<file path="src/rtl/core/ncws_pkg.sv">
// Package for the nested comment / whitespace skipper.
// Holds character codes, counter widths and the result item type.
// No dependencies.
package ncws_pkg;

    // counter widths and limits
    localparam int MAX_NEST    = 255;
    localparam int DEPTH_W     = $clog2(MAX_NEST + 1);
    localparam int COLUMN_BITS = 16;
    localparam int COL_W       = 16;
    localparam int LINE_W      = 32;
    localparam int CHAR_W      = 8;

    localparam logic [COL_W-1:0] COL_CAP =
        (COLUMN_BITS >= COL_W) ? {COL_W{1'b1}} : COL_W'((64'd1 << COLUMN_BITS) - 64'd1);
    localparam logic [LINE_W-1:0] LINE_MAX = {LINE_W{1'b1}};

    // character codes
    localparam logic [CHAR_W-1:0] CH_TAB   = 8'd9;
    localparam logic [CHAR_W-1:0] CH_NL    = 8'd10;
    localparam logic [CHAR_W-1:0] CH_VT    = 8'd11;
    localparam logic [CHAR_W-1:0] CH_FF    = 8'd12;
    localparam logic [CHAR_W-1:0] CH_CR    = 8'd13;
    localparam logic [CHAR_W-1:0] CH_SPACE = 8'd32;
    localparam logic [CHAR_W-1:0] CH_STAR  = 8'd42;
    localparam logic [CHAR_W-1:0] CH_SLASH = 8'd47;

    // one result item
    typedef struct packed {
        logic [CHAR_W-1:0] char_out;
        logic              is_code;
        logic [LINE_W-1:0] line_number;
        logic [COL_W-1:0]  column;
        logic              run_last;
        logic              unterminated_comment;
    } result_t;

endpackage

</file>
<file path="src/rtl/core/nested_comment_whitespace_skipper.sv">
// Top level of the nested comment / whitespace skipper.
// Classifies each byte as code or skipped text, tracks line and column.
// Depends on ncws_pkg.
//
//  channel | signals                                   | role
//  --------+-------------------------------------------+---------------------------
//  input   | in_valid in_ready char_in end_of_text     | one source byte per item
//  output  | out_valid out_ready char_out is_code      | zero to two results per
//          | line_number column run_last               | input item
//          | unterminated_comment                      |
//
// An input item is classified in the cycle it is accepted; its results sit in
// a three-entry result queue and leave one per cycle while out_ready is high,
// so one byte per cycle is sustained while each byte gives one result. A byte
// releasing a held '/' gives two results. in_ready is high while the queue
// holds at most one result. Reset clears the scanner state and empties the
// queue. A stalled output fills the queue and then drops in_ready.
module nested_comment_whitespace_skipper
(
    input  logic                           clk,
    input  logic                           rst_n,
    input  logic                           in_valid,
    output logic                           in_ready,
    input  logic [ncws_pkg::CHAR_W-1:0]    char_in,
    input  logic                           end_of_text,
    output logic                           out_valid,
    input  logic                           out_ready,
    output logic [ncws_pkg::CHAR_W-1:0]    char_out,
    output logic                           is_code,
    output logic [ncws_pkg::LINE_W-1:0]    line_number,
    output logic [ncws_pkg::COL_W-1:0]     column,
    output logic                           run_last,
    output logic                           unterminated_comment
);

    // scan modes
    localparam logic [1:0] MODE_CODE  = 2'd0;
    localparam logic [1:0] MODE_LINE  = 2'd1;
    localparam logic [1:0] MODE_BLOCK = 2'd2;

    // pending marks
    localparam logic [1:0] PEND_NONE  = 2'd0;
    localparam logic [1:0] PEND_SLASH = 2'd1;
    localparam logic [1:0] PEND_STAR  = 2'd2;
    localparam logic [1:0] PEND_BSL   = 2'd3;

    logic [1:0]                    mode_reg, mode_next;
    logic [1:0]                    pend_reg, pend_next;
    logic [ncws_pkg::DEPTH_W-1:0]  depth_reg, depth_next;
    logic [ncws_pkg::LINE_W-1:0]   line_reg, line_next;
    logic [ncws_pkg::COL_W-1:0]    col_reg, col_next;
    logic [1:0]                    count_reg, count_next;
    ncws_pkg::result_t             q_reg [0:2];
    ncws_pkg::result_t             q_next [0:2];

    // classification of the current item
    logic                          accept, pop;
    logic [1:0]                    n_res;
    logic [ncws_pkg::CHAR_W-1:0]   byte0, byte1;
    logic                          code0, code1;
    logic                          is_star, is_slash, is_skip, cb_code;
    logic [1:0]                    mode_new;
    logic [ncws_pkg::LINE_W-1:0]   line1, line2;
    logic [ncws_pkg::COL_W-1:0]    col1, col2;
    logic                          open_blk;
    logic [1:0]                    wp;
    ncws_pkg::result_t             res0, res1;

    // position after one emitted byte
    function automatic logic [ncws_pkg::LINE_W-1:0] adv_line(
        input logic [ncws_pkg::LINE_W-1:0] ln,
        input logic [ncws_pkg::CHAR_W-1:0] ch
    );
        if (ch == ncws_pkg::CH_NL && ln != ncws_pkg::LINE_MAX)
            return ln + 1'b1;
        return ln;
    endfunction

    function automatic logic [ncws_pkg::COL_W-1:0] adv_col(
        input logic [ncws_pkg::COL_W-1:0]  cl,
        input logic [ncws_pkg::CHAR_W-1:0] ch
    );
        if (ch == ncws_pkg::CH_NL)
            return '0;
        if (cl < ncws_pkg::COL_CAP)
            return cl + 1'b1;
        return cl;
    endfunction

    assign in_ready  = (count_reg <= 2'd1);
    assign accept    = in_valid && in_ready;
    assign out_valid = (count_reg != 2'd0);
    assign pop       = out_valid && out_ready;

    assign is_star  = (char_in == ncws_pkg::CH_STAR);
    assign is_slash = (char_in == ncws_pkg::CH_SLASH);
    assign is_skip  = (char_in == ncws_pkg::CH_TAB) || (char_in == ncws_pkg::CH_NL) ||
                      (char_in == ncws_pkg::CH_VT)  || (char_in == ncws_pkg::CH_FF) ||
                      (char_in == ncws_pkg::CH_CR)  || (char_in == ncws_pkg::CH_SPACE);
    assign cb_code  = !is_skip;

    // scanner next state and result bytes
    always_comb
    begin
        n_res      = 2'd1;
        byte0      = char_in;
        byte1      = char_in;
        code0      = 1'b0;
        code1      = 1'b0;
        mode_new   = mode_reg;
        pend_next  = PEND_NONE;
        depth_next = depth_reg;
        priority if (mode_reg == MODE_CODE)
        begin
            if (pend_reg == PEND_SLASH)
            begin
                byte0 = ncws_pkg::CH_SLASH;
                if (is_slash || is_star)
                begin
                    n_res = 2'd2;
                    code0 = 1'b0;
                    if (is_slash)
                        mode_new = MODE_LINE;
                    else
                    begin
                        mode_new   = MODE_BLOCK;
                        depth_next = ncws_pkg::DEPTH_W'(1);
                    end
                end
                else
                begin
                    // held slash released as code, then this byte as code unless it is whitespace
                    n_res = 2'd2;
                    code0 = 1'b1;
                    code1 = cb_code;
                end
            end
            else if (is_slash && !end_of_text)
            begin
                n_res     = 2'd0;
                pend_next = PEND_SLASH;
            end
            else
                code0 = cb_code;
        end
        else if (mode_reg == MODE_LINE)
        begin
            if (char_in == ncws_pkg::CH_NL)
                mode_new = MODE_CODE;
        end
        else
        begin
            // block comment
            mode_new = MODE_BLOCK;
            if (pend_reg == PEND_STAR && is_slash)
            begin
                if (depth_reg > 0)
                    depth_next = depth_reg - 1'b1;
                if (depth_reg <= ncws_pkg::DEPTH_W'(1))
                    mode_new = MODE_CODE;
            end
            else if (pend_reg == PEND_BSL && is_star)
            begin
                if (depth_reg < ncws_pkg::DEPTH_W'(ncws_pkg::MAX_NEST))
                    depth_next = depth_reg + 1'b1;
            end
            else if (is_star)
                pend_next = PEND_STAR;
            else if (is_slash)
                pend_next = PEND_BSL;
        end
    end

    // positions of the results
    assign line1    = adv_line(line_reg, byte0);
    assign col1     = adv_col(col_reg, byte0);
    assign line2    = adv_line(line1, byte1);
    assign col2     = adv_col(col1, byte1);
    assign open_blk = end_of_text && (mode_new == MODE_BLOCK);

    always_comb
    begin
        res0.char_out             = byte0;
        res0.is_code              = code0;
        res0.line_number          = line_reg;
        res0.column               = col_reg;
        res0.run_last             = (n_res == 2'd1);
        res0.unterminated_comment = open_blk;
        res1.char_out             = byte1;
        res1.is_code              = code1;
        res1.line_number          = line1;
        res1.column               = col1;
        res1.run_last             = 1'b1;
        res1.unterminated_comment = open_blk;
    end

    // state update; end of text returns the scanner state and position to reset values
    always_comb
    begin
        mode_next = mode_reg;
        line_next = line_reg;
        col_next  = col_reg;
        if (accept)
        begin
            mode_next = mode_new;
            unique case (n_res)
                2'd0:    begin line_next = line_reg; col_next = col_reg; end
                2'd1:    begin line_next = line1;    col_next = col1;    end
                default: begin line_next = line2;    col_next = col2;    end
            endcase
            if (end_of_text)
            begin
                mode_next = MODE_CODE;
                line_next = ncws_pkg::LINE_W'(1);
                col_next  = '0;
            end
        end
    end

    // result queue: shift on pop, write new results behind the survivors
    assign wp = count_reg - {1'b0, pop};

    always_comb
    begin
        q_next[0] = q_reg[0];
        q_next[1] = q_reg[1];
        q_next[2] = q_reg[2];
        if (pop)
        begin
            q_next[0] = q_reg[1];
            q_next[1] = q_reg[2];
        end
        if (accept && n_res != 2'd0)
        begin
            q_next[wp] = res0;
            if (n_res == 2'd2)
                q_next[wp + 2'd1] = res1;
        end
        count_next = wp + (accept ? n_res : 2'd0);
    end

    always_ff @(posedge clk or negedge rst_n)
    begin
        if (!rst_n)
        begin
            mode_reg  <= MODE_CODE;
            pend_reg  <= PEND_NONE;
            depth_reg <= '0;
            line_reg  <= ncws_pkg::LINE_W'(1);
            col_reg   <= '0;
            count_reg <= 2'd0;
        end
        else
        begin
            mode_reg  <= mode_next;
            line_reg  <= line_next;
            col_reg   <= col_next;
            count_reg <= count_next;
            if (accept)
            begin
                pend_reg  <= end_of_text ? PEND_NONE : pend_next;
                depth_reg <= end_of_text ? '0 : depth_next;
            end
        end
    end

    // queue payload, no reset
    always_ff @(posedge clk)
    begin
        q_reg[0] <= q_next[0];
        q_reg[1] <= q_next[1];
        q_reg[2] <= q_next[2];
    end

    assign char_out             = q_reg[0].char_out;
    assign is_code              = q_reg[0].is_code;
    assign line_number          = q_reg[0].line_number;
    assign column               = q_reg[0].column;
    assign run_last             = q_reg[0].run_last;
    assign unterminated_comment = q_reg[0].unterminated_comment;

endmodule
</file>
<file path="config.mk">
export PLATFORM = sky130hd
export DESIGN_NAME = nested_comment_whitespace_skipper
export DESIGN_NICKNAME = d
export VERILOG_FILES = /design/src/rtl/core/ncws_pkg.sv /design/src/rtl/core/nested_comment_whitespace_skipper.sv
export SDC_FILE = /design/constraint.sdc
export NUM_CORES = 1
export LEC_CHECK = 0
export ABC_AREA = 0
export BUFFER_PORTS_ARGS = -buffer_cell sky130_fd_sc_hd__buf_2
export CAP_MARGIN = 20
export CORE_UTILIZATION = 60
export DETAILED_ROUTE_END_ITERATION = 12
export PLACE_DENSITY = 0.78
export SETUP_SLACK_MARGIN = 0.4
export SYNTH_ARGS = -nofsm -noshare
export SYNTH_HDL_FRONTEND = slang
export SYNTH_SLANG_ARGS = --single-unit
</file>
<file path="constraint.sdc">
create_clock -name clk -period 7.3 [get_ports clk]
set_input_delay 2.19 -clock clk [delete_from_list [all_inputs] [get_ports clk]]
set_output_delay 2.19 -clock clk [all_outputs]
set_load 0.005 [all_outputs]
</file>
; ---- Yosys cells after proc, flatten, opt, wreduce, memory -nomap -nowiden
; Memory sizes are Yosys's and may differ from the RTL's.
; Index checks and enable logic that the tools add are counted.
[word_totals]
reg_bits = 62
latch_bits = 0
ramBits = 177
mem_bits_ro = 0
input_bits = 13
out_inout_bits = 61
n_memories = 1
[mem_list]
columns = memory, words, word_bits, read_ports, rd_clocked_by_memory_dff, write_ports, line_no
row1 = q_reg, 3, 59, 3, 0, 3, nested_comment_whitespace_skipper.sv:53  ; ncws_pkg::result_t q_reg [0:2];
[op_classes]
addsub = 9
n_mul = 0
div_mod_pow = 0
n_lt_le_gt_ge = 10
n_eq_ne = 24
shifts = 0
n_mux = 74
bitwise = 2
reduce_logical = 27
[op_table]
columns = op, count
row1 = bitwise mux 177 bit, 2
row2 = 2-to-1 mux 177 bit, 2
row3 = demux 59 bit (select 2 bit), 2
row4 = 2-to-1 mux 32 bit, 5
row5 = 2-to-1 mux 16 bit, 9
row6 = 2-to-1 mux 118 bit, 1
row7 = 2-to-1 mux 59 bit, 2
row8 = 2-to-1 mux 8 bit, 12
row9 = adder 32 x 1 -> 32 bit (second input constant), 2
row10 = inequality test 32 bit (second input constant), 2
row11 = case mux 32 bit (2 select lines), 1
row12 = equality test 8 x 4 -> 1 bit (second input constant), 6
row13 = 2-to-1 mux 2 bit, 19
row14 = adder 16 x 1 -> 16 bit (second input constant), 2
row15 = < comparator 16 bit (second input constant), 2
row16 = case mux 16 bit (2 select lines), 1
row17 = equality test 8 x 6 -> 1 bit (second input constant), 3
row18 = 2-to-1 mux 1 bit, 18
row19 = logical AND 1 bit, 11
row20 = adder 8 x 1 -> 8 bit (second input constant), 1
row21 = equality test 2 bit (second input constant), 4
row22 = > comparator 8 x 1 -> 1 bit (second input constant), 1
row23 = <= comparator 8 x 1 -> 1 bit (second input constant), 1
row24 = < comparator 8 bit (second input constant), 1
row25 = 20 further kinds, 36

; ---- Longest topological paths before layout
[logic_depth]
depth_word = 15
ltp_mapped = 17
mapped_depth_nobuf = 15

; ---- Worst setup path after synthesis
; OpenSTA, ideal clock, no wires.
[synth_timing]
kind = input to register
start = in end_of_text
end = reg col_reg[8] (netlist name)
setup_time_ps = 244
arrival_ps = 5373
path_slack_ps = 1684
stages = 10
cell_sequence = clkbuf_1 inv_1 clkbuf_1 and3_1 nand2_1 nand2_1 inv_1 clkbuf_1 buf_1 o32ai_1
[synth_via]
elab_chain_cells = 8
[synth_rtl]
columns = element, line_no
row1 = "start, declared", nested_comment_whitespace_skipper.sv:25  ; input logic end_of_text,
row2 = logical NOT 1 bit, nested_comment_whitespace_skipper.sv:138  ; else if (is_slash && !end_of_text)
row3 = logical AND 1 bit, nested_comment_whitespace_skipper.sv:138
row4 = 2-to-1 mux 1 bit, nested_comment_whitespace_skipper.sv:138
row5 = 2-to-1 mux 2 bit, nested_comment_whitespace_skipper.sv:115  ; if (pend_reg == PEND_SLASH)
row6 = 2-to-1 mux 2 bit, nested_comment_whitespace_skipper.sv:113  ; priority if (mode_reg == MODE_CODE)
row7 = equality test 2 x 1 -> 1 bit / logical NOT 2 bit (equally long branches), nested_comment_whitespace_skipper.sv:206  ; unique case (n_res)
row8 = case mux 16 bit (2 select lines) / inequality test 2 bit (equally long branches), n/a
row9 = 2-to-1 mux 16 bit / AND reduction 2 bit (equally long branches), n/a
row10 = "end signal, assigned", nested_comment_whitespace_skipper.sv:257  ; col_reg <= col_next;
row11 = "end, declared", nested_comment_whitespace_skipper.sv:51  ; logic [ncws_pkg::COL_W-1:0] col_reg, col_next;
; Several ways; a longest one is shown, not always the timed one.
; A chain may end at the register's enable or synchronous reset.

; ---- Worst setup path in the final report
[layout_timing]
start = in char_in[5] (netlist name)
end = reg line_reg[12] (netlist name)
[layout_via]
elab_chain_cells = 12
[layout_rtl]
columns = element, line_no
row1 = "start, declared", nested_comment_whitespace_skipper.sv:24  ; input logic [ncws_pkg::CHAR_W-1:0] char_in,
row2 = branches (longest 12 deep; another with adder 32 x 1 -> 32 bit), n/a
row3 = "end signal, assigned", nested_comment_whitespace_skipper.sv:249  ; line_reg <= ncws_pkg::LINE_W'(1);
row4 = "end signal, assigned", nested_comment_whitespace_skipper.sv:256  ; line_reg <= line_next;
row5 = "end, declared", nested_comment_whitespace_skipper.sv:50  ; logic [ncws_pkg::LINE_W-1:0] line_reg, line_next;
; Parallel ways; which one is timed is not known. The select of a mux whose other input is x is not followed.

==> reports/qor.csv <==
stage;metric;value;unit
grt;gr-total-overflow;0;
synth;synth_xor_xnor_area_share;3.660;%
floorplanning;rows;57;
placement;dpl.hpwl;30.14;mm
grt;antenna_found_initial;0;
sta;maxSlewHeadroom;25.82;%
routing;via_count;14402;
sta;tightest_slew;1.104;ns
finish;post-route-util;65.14;%
clocking;cts_tree;built;
synth;ys_seq_area_share;38.33;%
sta;setup_viol_count_final;0;
grt;first_global_vias;13356;
finish;final_nets;1808;
finish;final_cell_mix;410 x nand2_1, 126 x o21ai_0, 118 x dfxtp_1, 111 x nor2_1, 73 x buf_2;
sta;rsz0062_at_grt;false;
routing;via_per_inst;6.768;
sta;hold_viol;0;
grt;grt_max_degree;71;
synth;synth_edf_count;59;
setup_path;cp-end-kind;register;
clocking;cts_sinks;239;
finish;drive_gt1_share;10.98;%
pwr;powerDensity;437.7;nW/µm²
clocking;cts_resized;0;
pwr;switching_power;2975;µW
routing;drcViolationCount;0;
pwr;p_leak;0.006029;µW
sta;min_period;6.094;ns
synth;netlist_area;14840;µm²
setup_path;critPathKind;input pin to register;
floorplanning;boundaryPins;74;
pwr;internal_power;3958;µW
sta;clock_skew;0.009732;ns
synth;synth_top_family_by_area;simple AND/OR/NAND/NOR gates;
finish;syn_to_final_growth;6.763;%
finish;largest_reg_flops;177;
routing;drtIter0Drc;1775;
setup_path;start_kind;input pin;
job;drv_cap;0;
routing;dr.pass1.iters;6;
clocking;cts_made_buffers;27;
finish;fillCellCount;2070;
pwr;p_clk_share;20.1;%
setup_path;worst-r2r-setup-slack;1.64;ns
floorplanning;coreArea;24320;µm²
synth;synth_ff_type;dfxtp_1;
status;status;finished, final reports clean;
routing;wl;47.02;mm
sta;slew_violations;0;
routing;avgRoutedWirePerCell;22.10;µm
synth;ys_ff_latch;239;
synth;yosysWarningCount;0;
synth;synth-async-reset-ratio;25.94;%
setup_path;cp_max_fo;20;
clocking;clkTransAtPathRegs;0.06;ns
synth;syn-num-nets;1877;
placement;place.port_buffers;73;
floorplanning;die_h;159.3;µm
sta;finalSetupTns;0;ns
synth;synthSimpleGateAreaFrac;25.42;%
sta;holdWs;0.4697;ns
pwr;pwr-share-seq;34.9;%
pwr;combPwrFrac;45.0;%
setup_path;arrival;6.52;ns
placement;gp_congestion;0.9494;
synth;synth_mux_area_share;3.457;%
clocking;h-tree-depth;1;
setup_path;critPathRequiredTime;7.73;ns
sta;period_share;83.48;%
synth;syn_area_per_cell;8.003;µm²
synth;synthAdderAreaFrac;0.8432;%
clocking;hold_buffers;0;
floorplanning;dieArea;25360;µm²
floorplanning;start_util;61.01;%
routing;ant_nets;0;
worst_hold_path;min_path_type;register to register;
clocking;post_cts_buffers;0;
clocking;root_buffer;clkbuf_16;
pwr;ir_drop;352.4;µV
worst_hold_path;whs_path_depth;2;
clocking;clk_latency;0.54;ns
floorplanning;die_w;159.3;µm
synth;synth_compound_area_share;20.80;%
grt;grt_pass1_wl;74.81;mm
finish;diodes;0;
finish;layout.cells.most_common;nand2_1;
synth;synthCells;1854;
setup_path;r2r_cells;13;
synth;yosys.cell_types.count;89;
sta;timing.fmax;164.1;MHz
grt;grt_use_total;36.64;%
pwr;switching_share;42.91;%
clocking;cts_max_path_buffers;3;
critical path: stages:
cell	delay [ns]
buf_2	0.19
nor4_4	0.46
nand3_2	0.41
nor2_1	0.42
nand3_1	0.24
xnor2_1	0.28
nor3b_1	0.45
and4_1	0.81
a31oi_1	0.43
a31o_2	0.37
a32o_1	0.25
synth_stat cells, types with 38 or more instances:
cell type | instances | area (µm²)
nand2_1 | 412 | 1546
o21ai_0 | 126 | 630.6
clkbuf_1 | 118 | 442.9
dfxtp_1 | 118 | 2362
nor2_1 | 114 | 427.9
nand3_1 | 72 | 360.4
a21oi_1 | 62 | 310.3
dfrtp_1 | 61 | 1526
edfxtp_1 | 59 | 1772
buf_4 | 58 | 435.4
a31oi_1 | 52 | 325.3
mux2i_1 | 49 | 490.5
a32oi_1 | 40 | 350.3
xnor2_1 | 39 | 341.6
nor3_1 | 38 | 190.2
through the flow:
stage          instance area (µm²)  setup WS, ns  instances  power (µW)
2_1_floorplan                14840         1.684       1854        4572
3_3_place_gp                 14940        0.9761       2080        5360
3_5_place_dp                 14940        0.8166       2080        5467
4_1_cts                      15840         1.374       2128        6858
5_1_grt                      15840        0.9828       2128        7309
6_report                     15840         1.206       2128        6934
metal layers:
layer / up-vias / GRT usage, % / share of wire [%]
li1: 6516 / - / -
met3: 90 / 6.226 / 11
met4: 0 / 10.97 / 2.4
met2: 882 / 56.36 / 44
met5: - / 0 / 0
met1: 6914 / 52.84 / 43
area by class of cell:
cell class	instances	area, µm²	share of cell area, %
clock buffer	41	809.5	5.110
clock inverter	7	91.34	0.5766
inverter	29	113.9	0.7187
multi-input combinational	1384	8112	51.20
sequential	239	5687	35.90
tap	324	405.4	2.559
timing repair buffer	104	623.1	3.933
power by group through the flow:
stage	Clock [µW]	Sequential [µW]	Combinational [µW]
after global routing	1450	2470	3390
final	1390	2420	3120
after CTS	1400	2400	3060
after detailed placement	0	2420	3050
after floorplan	0	2260	2310
after global placement	0	2400	2960
logic make-up (layout without fill, tap and decap cells):
family,count (synthesis),count (layout)
mux,51,51
flops,239,239
xor+xnor,62,62
fa+ha+maj,10,10
simple gates,805,805
buf+inv,231,181
compound gates,456,456
final timing paths:
check,from,end
min reg2reg,q_reg[0][110]$_DFF_P_,q_reg[0][110]$_DFF_P_
min,q_reg[0][110]$_DFF_P_,q_reg[0][110]$_DFF_P_
max reg2reg,line_reg[0]$_DFFE_PN1P_,line_reg[12]$_DFFE_PN0P_
max in group asynchronous,rst_n,line_reg[5]$_DFFE_PN0P_
max,char_in[5],line_reg[12]$_DFFE_PN0P_
min in group asynchronous,rst_n,depth_reg[0]$_DFFE_PN0P_
(Power assumes the default switching activity.)
